## config.mk

```make
export PLATFORM = sky130hd
export DESIGN_NAME = running_mean_stddev_min_max_top
export DESIGN_NICKNAME = d
export VERILOG_FILES = /design/src/hdl/welf_pkg.sv /design/src/hdl/welf_divsqrt.sv /design/src/hdl/welf_mul.sv /design/src/hdl/running_mean_stddev_min_max_top.sv
export SDC_FILE = /design/constraint.sdc
export NUM_CORES = 2
export LEC_CHECK = 0
export ABC_AREA = 1
export BUFFER_PORTS_ARGS = -buffer_cell sky130_fd_sc_hd__buf_4
export CORE_MARGIN = 3
export CORE_UTILIZATION = 65
export CTS_CLUSTER_SIZE = 30
export DETAILED_ROUTE_END_ITERATION = 10
export GPL_ROUTABILITY_DRIVEN = 0
export HOLD_SLACK_MARGIN = 0.06
export PLACE_DENSITY_LB_ADDON = 0.3
export SETUP_SLACK_MARGIN = 0.1
export SLEW_MARGIN = 20
export SYNTH_ARGS = -nofsm -noshare
export SYNTH_HDL_FRONTEND = slang
export SYNTH_SLANG_ARGS = --single-unit
```

## constraint.sdc

```tcl
create_clock -name clk_i -period 12.9 [get_ports clk_i]
set_clock_uncertainty 0.15 [all_clocks]
set_input_delay 1.29 -clock clk_i [delete_from_list [all_inputs] [get_ports clk_i]]
set_output_delay 1.29 -clock clk_i [all_outputs]
set_load 0.01 [all_outputs]
```

## src/hdl/welf_pkg.sv

```systemverilog
// Shared types and constants of the windowed running speed statistics block.
package welf_pkg;

  localparam int unsigned COUNT_BITS_DEF = 16;
  localparam int unsigned SAMPLE_W       = 24;
  localparam int unsigned MEAN_W         = 32;
  localparam int unsigned M2_W           = 64;
  localparam int unsigned WINDOW_W       = 16;
  // Width of the shared compare and subtract of the divide and root steps.
  localparam int unsigned SUB_W          = 36;
  localparam int unsigned STEP_W         = 7;

  localparam logic [WINDOW_W-1:0] WINDOW_RESET = 16'd300;
  localparam logic [STEP_W-1:0]   STEPS_DIV_MEAN = 7'd33;
  localparam logic [STEP_W-1:0]   STEPS_DIV_VAR  = 7'd64;
  localparam logic [STEP_W-1:0]   STEPS_SQRT     = 7'd32;

  localparam logic signed [SAMPLE_W-1:0] SAMPLE_MAX = 24'sh7FFFFF;
  localparam logic signed [SAMPLE_W-1:0] SAMPLE_MIN = 24'sh800000;

  typedef enum logic [1:0] {
    OP_DIV_MEAN = 2'd0,
    OP_DIV_VAR  = 2'd1,
    OP_SQRT     = 2'd2
  } unit_op_e;

  typedef struct packed {
    logic     start;
    unit_op_e op;
  } unit_ctl_t;

endpackage

```

## src/hdl/welf_divsqrt.sv

```systemverilog
// Shared iterative unit: restoring divide and bit-pair square root, one bit a cycle.
module welf_divsqrt #(
  parameter int unsigned COUNT_BITS = welf_pkg::COUNT_BITS_DEF
) (
  input  logic                   clk_i,
  input  logic                   rst_ni,
  input  welf_pkg::unit_ctl_t    ctl_i,
  input  logic [63:0]            operand_i,
  input  logic [COUNT_BITS-1:0]  divisor_i,
  output logic [63:0]            result_o,
  output logic                   done_o
);

  localparam int unsigned SubW = welf_pkg::SUB_W;

  welf_pkg::unit_op_e op_q;
  logic [welf_pkg::STEP_W-1:0] cnt_q;
  logic [welf_pkg::STEP_W-1:0] steps;
  logic                        done_q;
  logic [SubW-1:0]             acc_q, acc_d;
  logic [63:0]                 q_q, q_d;
  logic [31:0]                 root_q, root_d;
  logic [SubW-1:0]             cand, trial;
  logic [SubW:0]               diff;
  logic                        fits;
  logic                        is_sqrt;

  always_comb begin
    unique case (ctl_i.op)
      welf_pkg::OP_DIV_MEAN: steps = welf_pkg::STEPS_DIV_MEAN;
      welf_pkg::OP_DIV_VAR:  steps = welf_pkg::STEPS_DIV_VAR;
      welf_pkg::OP_SQRT:     steps = welf_pkg::STEPS_SQRT;
      default:               steps = welf_pkg::STEPS_DIV_VAR;
    endcase
  end

  assign is_sqrt = (op_q == welf_pkg::OP_SQRT);

  // One compare and subtract serves both operations.
  always_comb begin
    if (is_sqrt) begin
      cand  = {acc_q[SubW-3:0], q_q[63:62]};
      trial = {2'b00, root_q, 2'b01};
    end else begin
      cand  = SubW'({acc_q[COUNT_BITS-1:0], q_q[63]});
      trial = SubW'(divisor_i);
    end
    diff  = {1'b0, cand} - {1'b0, trial};
    fits  = ~diff[SubW];
    acc_d = fits ? diff[SubW-1:0] : cand;
    if (is_sqrt) begin
      q_d    = {q_q[61:0], 2'b00};
      root_d = {root_q[30:0], fits};
    end else begin
      q_d    = {q_q[62:0], fits};
      root_d = root_q;
    end
  end

  always_ff @(posedge clk_i or negedge rst_ni) begin
    if (!rst_ni) begin
      cnt_q  <= '0;
      done_q <= 1'b0;
      op_q   <= welf_pkg::OP_DIV_MEAN;
    end else begin
      done_q <= (cnt_q == welf_pkg::STEP_W'(1));
      if (ctl_i.start) begin
        cnt_q <= steps;
        op_q  <= ctl_i.op;
      end else if (cnt_q != '0) begin
        cnt_q <= cnt_q - welf_pkg::STEP_W'(1);
      end
    end
  end

  always_ff @(posedge clk_i) begin
    if (ctl_i.start) begin
      acc_q  <= '0;
      root_q <= '0;
      if (ctl_i.op == welf_pkg::OP_DIV_MEAN) begin
        q_q <= {operand_i[32:0], 31'b0};
      end else begin
        q_q <= operand_i;
      end
    end else if (cnt_q != '0) begin
      acc_q  <= acc_d;
      q_q    <= q_d;
      root_q <= root_d;
    end
  end

  assign result_o = is_sqrt ? 64'(root_q) : q_q;
  assign done_o   = done_q;

endmodule

```

## src/hdl/welf_mul.sv

```systemverilog
// Product of two 33-bit magnitudes from four 17x17 partial products, taken one after another.
module welf_mul (
  input  logic        clk_i,
  input  logic        rst_ni,
  input  logic        start_i,
  input  logic [32:0] a_i,
  input  logic [32:0] b_i,
  output logic [64:0] prod_o,
  output logic        done_o
);

  logic [32:0] a_q, b_q;
  logic [1:0]  ph_q, sh_q;
  logic        run_q, pv_q, done_q;
  logic [16:0] ma, mb;
  logic [33:0] p_q;
  logic [64:0] acc_q, p_shift;

  // Phase bit 1 picks the upper half of a, bit 0 the upper half of b.
  assign ma = ph_q[1] ? {1'b0, a_q[32:17]} : a_q[16:0];
  assign mb = ph_q[0] ? {1'b0, b_q[32:17]} : b_q[16:0];

  always_comb begin
    case (sh_q)
      2'd0:    p_shift = 65'(p_q);
      2'd3:    p_shift = 65'(p_q) << 34;
      default: p_shift = 65'(p_q) << 17;
    endcase
  end

  always_ff @(posedge clk_i or negedge rst_ni) begin
    if (!rst_ni) begin
      run_q  <= 1'b0;
      pv_q   <= 1'b0;
      done_q <= 1'b0;
      ph_q   <= '0;
      sh_q   <= '0;
    end else begin
      done_q <= pv_q && (sh_q == 2'd3);
      pv_q   <= run_q;
      if (start_i) begin
        run_q <= 1'b1;
        ph_q  <= '0;
      end else if (run_q) begin
        sh_q <= ph_q;
        ph_q <= ph_q + 2'd1;
        if (ph_q == 2'd3) begin
          run_q <= 1'b0;
        end
      end
    end
  end

  always_ff @(posedge clk_i) begin
    if (start_i) begin
      a_q   <= a_i;
      b_q   <= b_i;
      acc_q <= '0;
    end else begin
      if (run_q) begin
        p_q <= ma * mb;
      end
      if (pv_q) begin
        acc_q <= acc_q + p_shift;
      end
    end
  end

  assign prod_o = acc_q;
  assign done_o = done_q;

endmodule

```

## src/hdl/running_mean_stddev_min_max_top.sv

```systemverilog
// Top level of the windowed running mean, standard deviation, minimum and maximum block.
//
//   channel | direction | handshake              | payload
//   --------+-----------+------------------------+-------------------------------------
//   in      | input     | in_valid_i/in_ready_o  | mode_i, sample_rpm_i
//   out     | output    | out_valid_o/out_ready_i| sample_count_o .. span_rpm_o
//   cfg     | input     | cfg_we_i, no wait      | cfg_wdata_i (window length)
//
// An add beat passes from acceptance until in_ready_o rises again through the first
// difference, the shared divide unit for the mean step (33 steps, then the quotient is
// taken), the second difference and the partial product multiplier.
// A beat that closes a window then runs the 64-step divide of the squared deviation
// sum and the 32-step square root, each begun from its own start state, and loads the
// output register. An abort beat clears the window and leaves the input open.
// A stalled output holds the block only at a window end.
// Reset is asynchronous and leaves an empty window and a window length of 300 samples.
module running_mean_stddev_min_max_top #(
  parameter int unsigned COUNT_BITS = welf_pkg::COUNT_BITS_DEF
) (
  input  logic               clk_i,
  input  logic               rst_ni,
  input  logic               in_valid_i,
  output logic               in_ready_o,
  input  logic               mode_i,
  input  logic signed [23:0] sample_rpm_i,
  output logic               out_valid_o,
  input  logic               out_ready_i,
  output logic [15:0]        sample_count_o,
  output logic signed [23:0] mean_rpm_o,
  output logic [22:0]        stddev_rpm_o,
  output logic signed [23:0] min_rpm_o,
  output logic signed [23:0] max_rpm_o,
  output logic signed [24:0] span_rpm_o,
  input  logic               cfg_we_i,
  input  logic [15:0]        cfg_wdata_i
);

  localparam int unsigned ExtW = COUNT_BITS + welf_pkg::WINDOW_W;

  typedef enum logic [9:0] {
    ST_IDLE  = 10'b0000000001,
    ST_DIFF1 = 10'b0000000010,
    ST_DIV   = 10'b0000000100,
    ST_DIFF2 = 10'b0000001000,
    ST_MUL   = 10'b0000010000,
    ST_VAR   = 10'b0000100000,
    ST_VDIV  = 10'b0001000000,
    ST_ROOT  = 10'b0010000000,
    ST_SQRT  = 10'b0100000000,
    ST_OUT   = 10'b1000000000
  } state_e;

  state_e state_q, state_d;

  logic [15:0]               window_q;
  logic [COUNT_BITS-1:0]     count_q;
  logic signed [31:0]        mean_q;
  logic [63:0]               m2_q;
  logic signed [23:0]        min_q, max_q, x_q;
  logic [32:0]               d1_mag_q;
  logic                      d1_neg_q;
  logic                      out_valid_q;

  logic                      in_acc, add_acc, clear_win, out_load;
  logic signed [32:0]        d_cur;
  logic [32:0]               d_mag;
  logic [33:0]               step_ext, mean_sum;
  logic [64:0]               m2_sum;
  logic [63:0]               m2_next;
  logic [15:0]               window_eff;
  logic [ExtW-1:0]           count_ext;
  logic                      window_end;
  logic [32:0]               round_sum;
  logic [22:0]               sd_sat;

  welf_pkg::unit_ctl_t       unit_ctl;
  logic [63:0]               unit_operand, unit_res;
  logic                      unit_done;
  logic                      mul_start, mul_done;
  logic [64:0]               prod;

  assign in_ready_o = (state_q == ST_IDLE);
  assign in_acc     = in_valid_i && in_ready_o;
  assign add_acc    = in_acc && !mode_i;
  assign out_load   = (state_q == ST_OUT) && (!out_valid_q || out_ready_i);
  assign clear_win  = (in_acc && mode_i) || out_load;

  // The same difference serves d1 (old mean) and d2 (updated mean).
  assign d_cur = $signed({x_q[23], x_q, 8'b0}) - $signed({mean_q[31], mean_q});
  assign d_mag = d_cur[32] ? 33'(-d_cur) : 33'(d_cur);

  assign step_ext = {1'b0, unit_res[32:0]};
  assign mean_sum = {{2{mean_q[31]}}, mean_q} + (d1_neg_q ? 34'(-step_ext) : step_ext);

  assign m2_sum  = {1'b0, m2_q} + 65'(prod[64:16]);
  assign m2_next = m2_sum[64] ? '1 : m2_sum[63:0];

  // A zero window register acts as a window of one sample.
  assign window_eff = (window_q == '0) ? 16'd1 : window_q;
  assign count_ext  = ExtW'(count_q);
  assign window_end = (count_ext >= ExtW'(window_eff)) || (count_q == '1);

  assign round_sum = {mean_q[31], mean_q} + 33'd128;
  assign sd_sat    = (unit_res[31:23] != '0) ? 23'h7FFFFF : unit_res[22:0];

  always_comb begin
    unit_ctl.start = 1'b0;
    unit_ctl.op    = welf_pkg::OP_DIV_MEAN;
    unit_operand   = 64'(d_mag);
    unique case (state_q)
      ST_DIFF1: unit_ctl.start = 1'b1;
      ST_VAR: begin
        unit_ctl.start = 1'b1;
        unit_ctl.op    = welf_pkg::OP_DIV_VAR;
        unit_operand   = (count_q > COUNT_BITS'(1)) ? m2_q : '0;
      end
      ST_ROOT: begin
        unit_ctl.start = 1'b1;
        unit_ctl.op    = welf_pkg::OP_SQRT;
        unit_operand   = unit_res;
      end
      default: ;
    endcase
  end

  assign mul_start = (state_q == ST_DIFF2);

  welf_divsqrt #(
    .COUNT_BITS(COUNT_BITS)
  ) u_divsqrt (
    .clk_i     (clk_i),
    .rst_ni    (rst_ni),
    .ctl_i     (unit_ctl),
    .operand_i (unit_operand),
    .divisor_i (count_q),
    .result_o  (unit_res),
    .done_o    (unit_done)
  );

  welf_mul u_mul (
    .clk_i   (clk_i),
    .rst_ni  (rst_ni),
    .start_i (mul_start),
    .a_i     (d1_mag_q),
    .b_i     (d_mag),
    .prod_o  (prod),
    .done_o  (mul_done)
  );

  always_comb begin
    state_d = state_q;
    unique case (state_q)
      ST_IDLE:  if (add_acc) state_d = ST_DIFF1;
      ST_DIFF1: state_d = ST_DIV;
      ST_DIV:   if (unit_done) state_d = ST_DIFF2;
      ST_DIFF2: state_d = ST_MUL;
      ST_MUL:   if (mul_done) state_d = window_end ? ST_VAR : ST_IDLE;
      ST_VAR:   state_d = ST_VDIV;
      ST_VDIV:  if (unit_done) state_d = ST_ROOT;
      ST_ROOT:  state_d = ST_SQRT;
      ST_SQRT:  if (unit_done) state_d = ST_OUT;
      ST_OUT:   if (out_load) state_d = ST_IDLE;
      default:  state_d = ST_IDLE;
    endcase
  end

  always_ff @(posedge clk_i or negedge rst_ni) begin
    if (!rst_ni) begin
      state_q     <= ST_IDLE;
      window_q    <= welf_pkg::WINDOW_RESET;
      count_q     <= '0;
      mean_q      <= '0;
      m2_q        <= '0;
      min_q       <= welf_pkg::SAMPLE_MAX;
      max_q       <= welf_pkg::SAMPLE_MIN;
      out_valid_q <= 1'b0;
    end else begin
      state_q <= state_d;
      if (cfg_we_i) begin
        window_q <= cfg_wdata_i;
      end
      if (out_load) begin
        out_valid_q <= 1'b1;
      end else if (out_ready_i) begin
        out_valid_q <= 1'b0;
      end
      if (clear_win) begin
        count_q <= '0;
        mean_q  <= '0;
        m2_q    <= '0;
        min_q   <= welf_pkg::SAMPLE_MAX;
        max_q   <= welf_pkg::SAMPLE_MIN;
      end else begin
        if (add_acc) begin
          count_q <= count_q + COUNT_BITS'(1);
          if (sample_rpm_i < min_q) min_q <= sample_rpm_i;
          if (sample_rpm_i > max_q) max_q <= sample_rpm_i;
        end
        if ((state_q == ST_DIV) && unit_done) begin
          mean_q <= mean_sum[31:0];
        end
        if ((state_q == ST_MUL) && mul_done) begin
          m2_q <= m2_next;
        end
      end
    end
  end

  always_ff @(posedge clk_i) begin
    if (add_acc) begin
      x_q <= sample_rpm_i;
    end
    if (state_q == ST_DIFF1) begin
      d1_mag_q <= d_mag;
      d1_neg_q <= d_cur[32];
    end
    if (out_load) begin
      sample_count_o <= count_ext[15:0];
      mean_rpm_o     <= round_sum[31:8];
      stddev_rpm_o   <= sd_sat;
      min_rpm_o      <= min_q;
      max_rpm_o      <= max_q;
      span_rpm_o     <= {max_q[23], max_q} - {min_q[23], min_q};
    end
  end

  assign out_valid_o = out_valid_q;

endmodule

```

==> summary.md <==
| Metric | Value |
|---|---|
| CP startpoint | `u_mul.ph_q[1]$_DFFE_PN0P_` |
| Post-CTS Hold Buffers | `0` |
| Top delay family on crit path | `adder cells` |
| RSZ-0062 raised after global routing | `false` |
| Fin area | `0.0613 mm2` |
| Top_reg_cell synth | `edfxtp_1` |
| Initial core utilization | `between 60% and 70%` |
| Critical path required time | `13.12 ns` |
| Post-Syn Area per Cell | `approximately 7.6 um2` |
| I/O Buffers | `about 180` |
| Setup Buffers After CTS | `0` |
| DRC violations left | `0` |
| Area grow syn2layout | `8.59%` |
| Dpl hpwl | `140,000 um` |
| Core Area | `0.0857 mm2` |
| TritonCTS Buffers | `between 70 and 80` |
| Setup total negative slack | `0 ns` |
| Synth top area cells | `edfxtp_1 19%, nand2_1 11%, ha_1 9.0%, inv_1 8.5%, fa_1 8.1%` |
| Crit path launch type | `flop` |
| Total of warnings raised by yosys | `0` |
| Initial antenna violation count | `3` |
| Most common cell in the netlist | `nand2_1` |
| Synth top cells by count | `1,607 x nand2_1, 1,274 x inv_1, 794 x nor2_1` |
| Util after Layout | `71.5%` |
| Post-synth EDFFs | `358` |
| Sequential cell area fraction in the yosys report | `between 30% and 40%` |
| Die Span Y | `301 um` |
| Share of Yosys cell area claimed by the top area cell type | `19.0%` |
| Die area | `~0.09 mm2` |
| Critical-path top delay cell | `dfrtp_1` |
| 1st-iter DRT viols | `approximately 6,800` |
| Max H-tree Level | `3` |
| Via Count | `53,300` |
| Final net count | `8,240` |
| Routed WL | `182,000 um` |
| Vias in the first global route | `51,300` |
| CTS tree | `built` |
| DR WL/cell | `20.8 um` |
| DR pass1 iterations | `9` |
| First-pass GRT wire length | `282,000 um` |
| Worst Path Buf+Inv | `5` |
| Clock sinks | `693` |
| Worst-path maximum fanout | `19` |
| Fmax | `0.123 GHz` |
| Worst hold margin | `0.255 ns` |
| FP Rows | `between 100 and 150` |
| Syn nets | `8,118` |
| Post-synth top area cell | `edfxtp_1` |
| Max cap viols | `0` |
| CTS Buffer Depth | `3` |
| Post-synth ARST share | `29.4%` |
| Share of cells above drive strength 1 | `7.36%` |
| #FFs+latches synth | `693` |
| I/O pins | `between 150 and 200` |
| HP Class | `flop to flop` |
| Largest net degree at the start of global routing | `82` |
| Skew-Pair Late Insertion Delay | `0.64 ns` |
| Minimum clock period | `8.12 ns` |
| Hold Startpoint | `d1_mag_q[21]$_DFFE_PP_` |
| Final setup violation count | `0` |
| Crit. End Element | `flop` |
| Vias/cell | `6.08` |
| Hold Fails Final Rpt | `0` |
| Resized cells post-CTS | `0` |
| Die width | `301 um` |
| R2R Path Start | `u_mul.ph_q[1]$_DFFE_PN0P_` |
| Setup CP Type | `flop to flop` |
| Clk pin slew, worst setup/hold paths | `0.07 ns` |
| WP data arrival | `8.34 ns` |
| Worst Tran Pin Value | `1.13 ns` |
| Overflow after GRT | `0` |
| Gr usage total | `39.9%` |
| CP most frequent cell | `fa_1` |
| Crit path largest cell delay | `0.72 ns` |
| Critical Path, Cell by Cell | `inv_1 -> or2_2 -> o21ai_1 -> clkinv_1 -> nand2_1 -> fa_1 -> fa_1 -> fa_1 -> inv_1 -> fa_1 -> fa_1 -> inv_1 -> fa_1 -> inv_1 -> ha_1 -> a21oi_1 -> o21ai_0 -> a21oi_1 -> nand3_1 -> a21o_1 -> a21oi_1 -> o21ai_0 -> xor2_1` |
| Post-synth design cell area | `0.0564 mm2` |
| Synth Instances | `7,435` |
| Synth unique cells | `77` |
| Placed Instance Area | `0.0588 mm2` |
| Worst relative slew slack | `24.2%` |
| Outcome | `completed` |
| Routed Antenna Nets | `0` |
| Fin. max-slew vios | `0` |
| Final worst path period share | `62.9%` |
| Root buf cell | `clkbuf_16` |
## cell usage in the layout, fill, tap and decap left out, types with 18 or more instances in the layout
cell type | Yosys | final
a21o_1 | 31 | 31
dfrtp_1 | 175 | 174
inv_1 | 1274 | 1273
a211oi_1 | 22 | 22
nor2_2 | 25 | 24
ha_1 | 408 | 408
o21ai_0 | 512 | 511
edfxtp_1 | 358 | 358
nor3_1 | 74 | 73
o21ai_1 | 60 | 61
nand3_1 | 248 | 248
a31oi_1 | 54 | 54
o22ai_1 | 67 | 67
or2_2 | 60 | 60
dfstp_2 | 29 | 29
a21oi_1 | 444 | 443
xnor2_1 | 72 | 72
nor2_1 | 794 | 793
fa_1 | 229 | 229
nand4_1 | 61 | 61
nand2_2 | 32 | 31
clkbuf_1 | 119 | 19
o211ai_1 | 30 | 30
o21a_1 | 26 | 26
xor2_1 | 172 | 172
a21boi_0 | 18 | 18
inv_2 | 18 | 19
nor4_1 | 26 | 26
dfxtp_1 | 131 | 131
clkbuf_16 | 0 | 78
o21bai_1 | 40 | 40
o221ai_1 | 38 | 38
buf_4 | 3 | 224
nand2_1 | 1607 | 1607
## layer usage
layer / GRT usage (%) / wire, um / up-vias
met5: 0 / 28 / -
li1: - / - / 24400
met4: 29.7 / 16900 / 4
met3: 8.37 / 20200 / 900
met2: 62.6 / 80300 / 3381
met1: 48.8 / 64900 / 24600
## worst reg2reg max path: stages (launching register included)
cell      delay (ns)
dfrtp_1         0.72
inv_1           0.37
or2_2           0.37
o21ai_1         0.38
clkinv_1        0.50
nand2_1         0.20
fa_1            0.45
fa_1            0.49
fa_1            0.51
inv_1           0.05
fa_1            0.47
fa_1            0.57
inv_1           0.06
fa_1            0.54
inv_1           0.05
ha_1            0.35
a21oi_1         0.31
o21ai_0         0.15
a21oi_1         0.17
nand3_1         0.19
a21o_1          0.23
a21oi_1         0.25
o21ai_0         0.17
xor2_1          0.16
## stage by stage
step	instances	setup slack, ns
2_1_floorplan	7435	6.02
3_3_place_gp	8623	5.19
3_5_place_dp	8623	4.88
4_1_cts	8764	4.91
5_1_grt	8764	4.33
6_report	8765	4.78
## final timing paths
check                                     endpoint  slack [ns]  cells past startpoint
max in group asynchronous      m2_q[1]$_DFFE_PN0P_        9.86                      3
min                        u_mul.a_q[21]$_DFFE_PP_        0.25                      0
max reg2reg                u_mul.p_q[33]$_DFFE_PP_        4.78                     23
max                        u_mul.p_q[33]$_DFFE_PP_        4.78                     23
min in group asynchronous    max_q[17]$_DFFE_PN0P_        0.46                      1
min reg2reg                u_mul.a_q[21]$_DFFE_PP_        0.25                      0
## layout make-up
class / count / area [um2]
fill: 6752 / 24400
multi-input combinational: 5262 / 32300
clock inverter: 37 / 388
tap: 1144 / 1430
sequential: 693 / 18500
timing repair buffer: 225 / 1700
antenna: 1 / 2.50
inverter: 1299 / 4880
clock buffer: 104 / 2120
## sequential cells by signal, summed over array words and instances, names as in the netlist, 24 cells and up
signal / count
d1_mag_q: 33
m2_q: 64
max_q: 24
max_rpm_o: 24
mean_q: 32
mean_rpm_o: 24
min_q: 24
min_rpm_o: 24
span_rpm_o: 25
u_divsqrt.acc_q: 34
u_divsqrt.q_q: 64
u_divsqrt.root_q: 32
u_mul.a_q: 33
u_mul.b_q: 33
u_mul.p_q: 34
u_mul.prod_o: 65
x_q: 24
## kinds of logic (layout without fill, tap and decap cells)
| family | after synthesis | after routing | synth area share, % |
|---|---|---|---|
| buffers and inverters | 1480 | 1665 | 10.1 |
| adder cells (fa/ha/maj) | 637 | 637 | 17.2 |
| multiplexers | 1 | 1 | 0.0177 |
| AND/OR/NAND/NOR | 2986 | 2986 | 22.1 |
| AO/OA/AOI/OAI | 1390 | 1390 | 13.9 |
| XOR/XNOR | 248 | 248 | 3.90 |
| flip-flops | 693 | 693 | 32.8 |
| other | 0 | 1 | 0 |
Power is left out: the tool's default activity adds up to more than one toggle a clock period on the data nets, which glitch-free logic cannot reach.
